### src/design/tbvn_pkg.sv
// Shared types and constants for the tileable B-spline value noise block.
// No dependencies; imported by tbvn_front, tbvn_back and the top level.
`timescale 1ns / 1ps
package tbvn_pkg;

   localparam int STORE_DEPTH = 4096;
   localparam int STORE_AW    = 12;
   localparam int REQ_DATA_W  = 80;
   localparam int RSP_DATA_W  = 16;
   localparam int CSR_AW      = 3;
   localparam int CSR_DW      = 32;

   localparam logic REG_SAMPLE_RANGE = 1'b0;

   typedef enum logic {
      KIND_LOAD = 1'b0,
      KIND_EVAL = 1'b1
   } kind_type;

   typedef struct packed {
      kind_type    kind;
      logic [11:0] table_index;
      logic [15:0] table_value;
      logic [23:0] x_coord;
      logic [23:0] y_coord;
   } cmd_type;

   typedef enum logic [2:0] {
      ST_IDLE,
      ST_MUL,
      ST_SQ,
      ST_IDX,
      ST_READ,
      ST_DRAIN,
      ST_OUT
   } state_type;

   typedef struct packed {
      logic [1:0] count;
   } front_stat_type;

   typedef struct packed {
      logic idle;
      logic pop;
   } back_stat_type;

endpackage

### src/design/tbvn_front.sv
// Front end: accepts request transactions, decodes kind, two-entry queue.
// Depends on tbvn_pkg.
`timescale 1ns / 1ps
module tbvn_front (
   input  logic                                  clock,
   input  logic                                  reset,
   input  logic                                  req_tvalid,
   output logic                                  req_tready,
   // table_index[11:0], table_value[27:12], x_coord[51:28], y_coord[75:52]
   input  logic [tbvn_pkg::REQ_DATA_W-1:0]       req_tdata,
   // kind[0]
   input  logic                                  req_tuser,
   output logic                                  cmd_valid,
   input  logic                                  cmd_ready,
   output tbvn_pkg::cmd_type                     cmd,
   output tbvn_pkg::front_stat_type              stat
);
   import tbvn_pkg::*;

   cmd_type    q_ff [2];
   logic       wr_ptr_ff, wr_ptr_in;
   logic       rd_ptr_ff, rd_ptr_in;
   logic [1:0] count_ff, count_in;
   cmd_type    incoming;
   logic       push, pop;

   always_comb begin
      incoming.kind        = req_tuser ? KIND_EVAL : KIND_LOAD;
      incoming.table_index = req_tdata[11:0];
      incoming.table_value = req_tdata[27:12];
      incoming.x_coord     = req_tdata[51:28];
      incoming.y_coord     = req_tdata[75:52];
      req_tready = (count_ff != 2'd2);
      cmd_valid  = (count_ff != 2'd0);
      cmd        = q_ff[rd_ptr_ff];
      push       = req_tvalid && req_tready;
      pop        = cmd_valid && cmd_ready;
      wr_ptr_in  = wr_ptr_ff ^ push;
      rd_ptr_in  = rd_ptr_ff ^ pop;
      count_in   = count_ff + 2'(push) - 2'(pop);
      stat.count = count_ff;
   end

   always_ff @(posedge clock) begin
      if (reset) begin
         wr_ptr_ff <= 1'b0;
         rd_ptr_ff <= 1'b0;
         count_ff  <= 2'd0;
      end else begin
         wr_ptr_ff <= wr_ptr_in;
         rd_ptr_ff <= rd_ptr_in;
         count_ff  <= count_in;
      end
      if (push) begin
         q_ff[wr_ptr_ff] <= incoming;
      end
   end
endmodule

### config.mk
export PLATFORM = sky130hd
export DESIGN_NAME = tbvn_front
export DESIGN_NICKNAME = d
export VERILOG_FILES = /design/src/design/tbvn_pkg.sv /design/src/design/tbvn_front.sv
export SDC_FILE = /design/constraint.sdc
export NUM_CORES = 1
export LEC_CHECK = 0
export BUFFER_PORTS_ARGS = -buffer_cell sky130_fd_sc_hd__buf_4
export CAP_MARGIN = 20
export CORE_ASPECT_RATIO = 1.1
export CORE_UTILIZATION = 35
export CTS_BUF_LIST = sky130_fd_sc_hd__clkbuf_4 sky130_fd_sc_hd__clkbuf_8
export CTS_CLUSTER_DIAMETER = 80
export DETAILED_ROUTE_END_ITERATION = 8
export PLACE_DENSITY_LB_ADDON = 0.08
export SKIP_LAST_GASP = 1
export SYNTH_ARGS = -nofsm -noshare
export SYNTH_HDL_FRONTEND = slang
export SYNTH_SLANG_ARGS = --single-unit
### constraint.sdc
create_clock -name clock -period 4.6 [get_ports clock]
set_input_delay 0.46 -clock clock [delete_from_list [all_inputs] [get_ports clock]]
set_output_delay 0.46 -clock clock [all_outputs]
set_load 0.005 [all_outputs]
==> reports/metrics.csv, run 1 <==
stage;metric;value;unit
worst_setup_path;timing.critical_path.cells;buf_4 -> mux2_2 -> buf_4;
run_status;failing_checks;DRC;
grt;vias_in_the_first_global_route;3132;
grt;antenna_violations_before_repair;0;
route;detailroute.via_count;2987;
clock_network;cts_hold_buf;0;
clock_network;tritoncts.num_buffers;17;
yosys;yosys.area.top_type;edfxtp_1;
yosys;yosysWarningCount;0;
worst_setup_path;r2r_slack;2230;ps
grt;grt_max_degree;65;
layout;nNetsFinal;528;
yosys;ys_ff_latch;158;
worst_setup_path;cpMostUsedCell;buf_4;
clock_network;clock_tree_from_tritoncts;yes;
timing;clock.fmax;349;MHz
hold_path;start_point_of_the_worst_min_delay_path;req_tdata[0];
clock_network;post_cts_resized;0;
clock_network;ctsRootBufferMaster;clkbuf_8;
die;coreArea;16400;µm²
layout;design_area;7760;µm²
timing;slew_viol_final;0;
yosys;distinct_cells_synth;22;
timing;unrepaired_setup_endpoints_after_global_routing;no;
yosys;top_cells_by_area_in_the_synthesized_netlist;edfxtp_1 (79%), mux2_2 (11%), mux2_4 (5.1%);
worst_setup_path;crit_start;rd_ptr_ff$_SDFF_PP0_;
timing;post_route_minimum_period;2860;ps
die;fp-row-count;49;
pwr;p_leak;2.92;nW
route;ant_nets;0;
timing;totalNegativeSetupSlack;0;ps
timing;finalCritPeriodShare;62.3;%
die;chipHeight;138;µm
yosys;syn-instance-count;267;
route;detail_route.wl_per_cell;16.2;µm
hold_path;hold_path.class;in -> reg;
placed_design;place_hpwl;6510;µm
layout;drive_gt1_share;60.4;%
grt;overflow;0;
pwr;ir_worst_vdd;0.212;mV
die;die_width;125;µm
worst_setup_path;worst_r2r_endpoint;q_ff[0][7]$_DFFE_PP_;
worst_setup_path;cp.arrival;2400;ps
layout;mostFrequentLayoutCell;buf_4;
clock_network;clock_sinks;158;
grt;grt_first_pass_wirelength;15900;µm
route;avgViaCountPerCell;4.55;
worst_setup_path;max_stage_delay;1030;ps
worst_setup_path;critical-path-slowest-cell;dfxtp_4;
worst_setup_path;worstPathRequired;4140;ps
yosys;sequential_to_total_area_share_from_yosys_stat;80.1;%
yosys;syn_nets;354;
clock_network;max-clock-path-buffers;2;
yosys;synth_area;5870;µm²
timing;finalSetupViolations;0;
route;routed_wirelength;10600;µm
job;cap_viol_max_count;0;
route;number_of_remaining_drc_errors;9;
grt;gr-usage-all-layers;12.5;%
timing;timing.final.hold_violations;0;
placed_design;post_dp_cell_area;7330;µm²
hold_path;min_to;q_ff[1][64]$_DFFE_PP_;
run_status;result_of_the_run;finished with violations;
clock_network;cts_h_tree_depth;4;
worst_setup_path;reg2reg_depth;4;
layout;flow.area_growth_from_synthesis;32.2;%
timing;slew-limit-headroom;32.4;%
die;die-area;17300;µm²
layout;most-common-layout-cells;buf_4 (163), edfxtp_1 (154), mux2_2 (57), mux2_4 (20), clkbuf_8 (17);
die;start_util;35.9;%
timing;fin_worst_skew;10.6;ps
clock_network;cts_post_setup_buffers_inserted;0;
route;first_iter_violations;181;
worst_setup_path;critical_path.startpoint_type;flop;
hold_path;hold_path_depth;1;
worst_setup_path;end_kind;output port;
die;design.portCount;166;
route;drt-pass1-iter-count;6;
pwr;p_per_area;494;nW/µm²
clock_network;worst_skew_pair.late_latency;430;ps
layout;num-fill-cells;1450;
timing;max_slew.worst_pin.slew;1010;ps
layout;antenna-diode-count;0;
yosys;avgSynthCellArea;22.0;µm²
worst_setup_path;crit_path_max_fanout;64;
worst_setup_path;regToRegStartpoint;stat[0]$_SDFF_PP0_;
yosys;synth_top_cell_area_share;78.8;%
worst_setup_path;timing.setup.critical_path_class;reg -> out;
placed_design;globalplace.congestion;0.673;
placed_design;port-buffer-count;161;
clock_network;cts.clk_slew.worst_paths;90;ps
synth_stat cells:
library cell  instances
mux2_2               57
dfxtp_1               4
a21bo_1               1
mux2_1                1
buf_2                 5
inv_1                 1
a211oi_1              1
nand2b_1              1
or2_2                 1
nor2b_1               2
a32oi_1               1
nor2_1                5
and3_1                1
xor2_1                1
ha_1                  2
buf_6                 4
and2b_1               1
and2_1                1
o21ai_0               2
nand3_1               1
mux2_4               20
edfxtp_1            154
flip-flops by register name, summed over array words and instances (netlist names):
signal and count:
wr_ptr_ff 1, rd_ptr_ff 1, q_ff 154, stat 2
report_power, final:
group,switching [W],internal [W]
Sequential,0.000116,0.00178
Clock,0.000484,0.000644
Combinational,0.000297,0.000516
Total,0.000897,0.00294
cells by family after synthesis:
kind of cell	count (synthesis)	synth area share, %
mux	78	16.2
flops	158	80.1
buf+inv	10	1.26
xor+xnor	1	0.149
compound gates	5	0.618
simple gates	13	1.17
fa+ha+maj	2	0.426
layer usage:
metal  up-vias  GRT usage [%]  part of all wire (%)
met5         -              0                     0
met4         0           5.49                   1.3
met3        11           6.21                   9.2
met2       108           20.2                    49
met1      1468           14.0                    40
li1       1400              -                     -
critical path, delay by kind of cell (launching register included):
family   cells  cell delay, ps
buf+inv      2             560
flops        1            1030
mux          1             370
stage by stage:
step                hold WS (ps)  cells  worst slack (ps)  power [W]  utilization (%)
floorplan                    524    267              1580    0.00233                -
global placement             581    625              2150    0.00275             44.6
detailed placement           596    626              2150    0.00277             44.8
CTS                          161    656              1640    0.00391             47.4
global route                 151    656              1550    0.00403             47.4
finish                       202    656              1740    0.00384             47.4
layout make-up:
| type | instances | area (µm²) | area share (%) |
|---|---|---|---|
| Clock buffer | 18 | 241 | 3.11 |
| Clock inverter | 12 | 194 | 2.50 |
| Inverter | 1 | 3.75 | 0.0483 |
| Multi-Input combinational cell | 99 | 1110 | 14.3 |
| Sequential cell | 158 | 4710 | 60.6 |
| Tap cell | 204 | 255 | 3.29 |
| Timing Repair Buffer | 164 | 1250 | 16.1 |
how the worst max path moves through the flow:
stage / end / slack [ps] / depth (start not counted)
final: cmd[24] / 1740 / 3
after CTS: cmd[24] / 1640 / 3
after floorplan: q_ff[0][0]$_DFFE_PP_ / 1580 / 3
after global placement: cmd[24] / 2150 / 3
after detailed placement: cmd[24] / 2150 / 3
after global routing: cmd[23] / 1550 / 3
Power figures use the tool's default switching activity.
==> run 2, diff against run 1 <==
--- a/config.mk
+++ b/config.mk
@@ -5,6 +5,7 @@
 export SDC_FILE = /design/constraint.sdc
 export NUM_CORES = 1
 export LEC_CHECK = 0
+export ABC_AREA = 1
 export BUFFER_PORTS_ARGS = -buffer_cell sky130_fd_sc_hd__buf_4
 export CAP_MARGIN = 20
 export CORE_ASPECT_RATIO = 1.1
==> constraint.sdc (replaced) <==
create_clock -name clock -period 2.5 [get_ports clock]
set_input_delay 0.25 -clock clock [delete_from_list [all_inputs] [get_ports clock]]
set_output_delay 0.25 -clock clock [all_outputs]
set_load 0.005 [all_outputs]
==> run 2 against run 1 <==
The run still ends with DRC left. Area after synthesis shrank 0.77%. Combinational power grew to 2.8 times the previous value. Largest cell class unchanged. Critical path depth is 2 higher. Via count up 32%. Cell count grew 37%.
==> reports/metrics.csv, run 2 <==
stage;metric;value;unit;change
run_status;result_of_the_run;finished with violations;;
run_status;failing_checks;DRC;;
worst_setup_path;critical_path.startpoint_type;flop;;
grt;overflow;0;;unchanged
die;chipHeight;137;µm;-0.38%
grt;grt_max_degree;78;;+20%
yosys;syn-instance-count;436;;+63%
clock_network;ctsRootBufferMaster;clkbuf_8;;
clock_network;clock_sinks;158;;unchanged
worst_setup_path;cpMostUsedCell;nand2_1;;
layout;antenna-diode-count;0;;unchanged
grt;gr-usage-all-layers;14.9;%;+2.4 points
worst_setup_path;worst_r2r_endpoint;q_ff[0][0]$_DFFE_PP_;;
worst_setup_path;worstPathRequired;2250;ps;-1890 ps
die;die-area;17200;µm²;-0.75%
worst_setup_path;end_kind;output port;;
layout;num-fill-cells;1430;;-1.4%
clock_network;clock_tree_from_tritoncts;yes;;
worst_setup_path;critical-path-slowest-cell;dfxtp_2;;
clock_network;max-clock-path-buffers;2;;unchanged
layout;most-common-layout-cells;nand2_1 (237), buf_4 (165), edfxtp_1 (154), dlygate4sd3_1 (78), clkbuf_8 (17);;
pwr;ir_worst_vdd;0.429;mV;+100%
placed_design;post_dp_cell_area;7290;µm²;-0.56%
layout;final-instance-count-excl-fill;901;;+37%
yosys;sequential_to_total_area_share_from_yosys_stat;80.8;%;+0.62 points
die;design.portCount;166;;unchanged
grt;grt_first_pass_wirelength;19400;µm;+22%
layout;largest_reg_flops;154;;unchanged
die;start_util;35.7;%;-0.14 points
route;routed_wirelength;12400;µm;+17%
placed_design;dpl_worst_slack;681;ps;-1460 ps
clock_network;cts.clk_slew.worst_paths;80;ps;about the same
die;die_width;125;µm;-0.38%
placed_design;port-buffer-count;161;;unchanged
timing;slew_viol_final;0;;unchanged
worst_setup_path;regToRegStartpoint;stat[0]$_SDFF_PP0_;;
route;avgViaCountPerCell;4.36;;-4.2%
placed_design;globalplace.congestion;0.704;;+4.5%
worst_setup_path;cp.arrival;1810;ps;-590 ps
hold_path;start_point_of_the_worst_min_delay_path;cmd_ready;;
yosys;async_reset_ff_share;0;%;unchanged
yosys;top_cells_by_area_in_the_synthesized_netlist;edfxtp_1 (79%), nand2_1 (15%), dfxtp_1 (1.4%);;
route;first_iter_violations;266;;+47%
hold_path;min_to;rd_ptr_ff$_SDFF_PP0_;;
timing;fin_worst_skew;8.18;ps;-2.45 ps
layout;drive_gt1_share;28.7;%;-32 points
timing;post_route_minimum_period;2060;ps;
route;number_of_remaining_drc_errors;20;;+11
timing;max_slew.worst_pin.slew;638;ps;-376 ps
timing;finalCritPeriodShare;82.4;%;
clock_network;tritoncts.num_buffers;17;;unchanged
die;fp-row-count;49;;unchanged
grt;gr-max-usage-layer;met2;;
yosys;avgSynthCellArea;13.4;µm²;-39%
timing;finalSetupViolations;0;;unchanged
layout;design_area;8450;µm²;+8.8%
layout;flow.area_growth_from_synthesis;45.0;%;
yosys;syn_nets;523;;+48%
yosys;synth-edff-count;154;;unchanged
timing;unrepaired_setup_endpoints_after_global_routing;no;;
worst_setup_path;r2r_slack;670;ps;-1560 ps
layout;registers.top_by_ff_count;q_ff;;
clock_network;worst_skew_pair.late_latency;440;ps;about the same
grt;use_met2;25.9;%;+5.6 points
route;detail_route.wl_per_cell;13.8;µm;-15%
yosys;yosys.area.top_type;edfxtp_1;;
worst_setup_path;max_stage_delay;640;ps;-390 ps
placed_design;numPlacedInstances;791;;+26%
route;drt-pass1-iter-count;7;;+1
yosys;synth_area;5830;µm²;-0.77%
yosys;ys_ff_latch;158;;unchanged
yosys;yosysWarningCount;0;;unchanged
clock_network;cts_h_tree_depth;4;;unchanged
worst_setup_path;reg2reg_depth;6;;+2
yosys;post_synth_most_frequent_cells;nand2_1 (237), edfxtp_1 (154), buf_2 (10), inv_1 (9), nor2_1 (7);;
worst_setup_path;timing.setup.critical_path_class;reg -> out;;
die;coreArea;16300;µm²;-0.37%
hold_path;hold_path_depth;4;;+3
timing;clock.fmax;486;MHz;
layout;nNetsFinal;771;;+46%
timing;timing.final.hold_violations;0;;unchanged
yosys;synthMostInstantiatedCell;nand2_1;;
grt;vias_in_the_first_global_route;4000;;+28%
timing;totalNegativeSetupSlack;0;ps;unchanged
timing;layout_setup_ws;441;ps;-1300 ps
yosys;synth_top_cell_area_share;79.4;%;+0.61 points
route;detailroute.via_count;3931;;+32%
worst_setup_path;timing.critical_path.cells;inv_2 -> buf_12 -> nand2_1 -> nand2_1 -> buf_4;;
pwr;p_leak;3.55;nW;+22%
grt;globalRouteMet3Util;4.66;%;-1.6 points
grt;use_met1;17.0;%;+2.9 points
grt;antenna_violations_before_repair;0;;unchanged
worst_setup_path;crit_path_max_fanout;77;;+20%
hold_path;hold_path.class;in -> reg;;
pwr;p_per_area;906;nW/µm²;+83%
job;cap_viol_max_count;0;;unchanged
placed_design;place_hpwl;7280;µm;+12%
yosys;synth-main-ff-cell;edfxtp_1;;
yosys;distinct_cells_synth;15;;-32%
worst_setup_path;cp_num_buf_inv;3;;+1
route;ant_nets;0;;unchanged
timing;slew-limit-headroom;57.5;%;+25 points
clock_network;post_cts_resized;0;;unchanged
worst_setup_path;cpLargestDelayFamily;flip-flops;;
layout;mostFrequentLayoutCell;nand2_1;;
==> run 2: cell types whose count changed after synthesis, sizes merged, moves of 2 or more <==
cell,delta
nand2,+237
mux2,-78
inv,+9
buf,+8
nor2,+2
nor2b,-2
==> run 2: worst max path at each step <==
stage	startpoint	to	slack, ps	cells past startpoint
2_1_floorplan	stat[0]$_SDFF_PP0_	q_ff[1][0]$_DFFE_PP_	280	4
3_3_place_gp	stat[0]$_SDFF_PP0_	q_ff[0][6]$_DFFE_PP_	710	6
3_5_place_dp	stat[0]$_SDFF_PP0_	q_ff[0][6]$_DFFE_PP_	680	6
4_1_cts	rd_ptr_ff$_SDFF_PP0_	cmd[62]	380	4
5_1_grt	rd_ptr_ff$_SDFF_PP0_	cmd[22]	280	5
6_report	rd_ptr_ff$_SDFF_PP0_	cmd[64]	440	5
==> run 2: routing by layer <==
| metal | share of wire, % | vias to the layer above |
|---|---|---|
| li1 | - | 1953 |
| met1 | 41 | 1849 |
| met2 | 51 | 110 |
| met3 | 6.3 | 19 |
| met4 | 1.8 | 0 |
| met5 | 0 | - |
==> run 2: worst register-to-register path, delay by kind of cell, from the launching register on <==
family	cells	cell delay (ps)
simple gates	2	250
fa+ha+maj	1	330
buf+inv	3	540
flops	1	400
==> run 2: power by group <==
group	switching [W]	leakage [nW]	internal, W
Clock	0.000937	0.179	0.000878
Combinational	0.00119	1.90	0.00108
Sequential	0.000141	1.47	0.00343
==> run 2: area by class of cell <==
| cell class | instances | area (µm²) | share of cell area [%] |
|---|---|---|---|
| clock buffer | 17 | 234 | 2.77 |
| tap | 204 | 255 | 3.02 |
| timing repair buffer | 246 | 2080 | 24.6 |
| sequential | 158 | 4710 | 55.7 |
| inverter | 10 | 37.5 | 0.444 |
| multi-input combinational | 251 | 990 | 11.7 |
| clock inverter | 15 | 145 | 1.72 |
==> run 2: metrics by stage <==
step                hold slack (ps)  utilization, %  power, W
detailed placement              438            44.7   0.00586
global placement                436            44.7   0.00582
global route                    152            51.8   0.00813
finish                          178            51.8   0.00765
CTS                             145            51.8   0.00779
floorplan                       317               -   0.00461
==> run 2: cell families after synthesis <==
kind of cell               after synthesis  synth area share, %
DFF                                    158                 80.8
xor gates and xnor gates                 1                0.150
adders and majority gates                2                0.429
and+or+nand+nor                        246                 15.9
buffers and inverters                   27                 2.60
AOI/OAI and AO/OA                        2                0.172
==> run 2: timing repair <==
action	4_1_cts	5_1_grt
hold buffers	78	0
buffers inserted	0	0
endpoints found under the hold margin	156	0
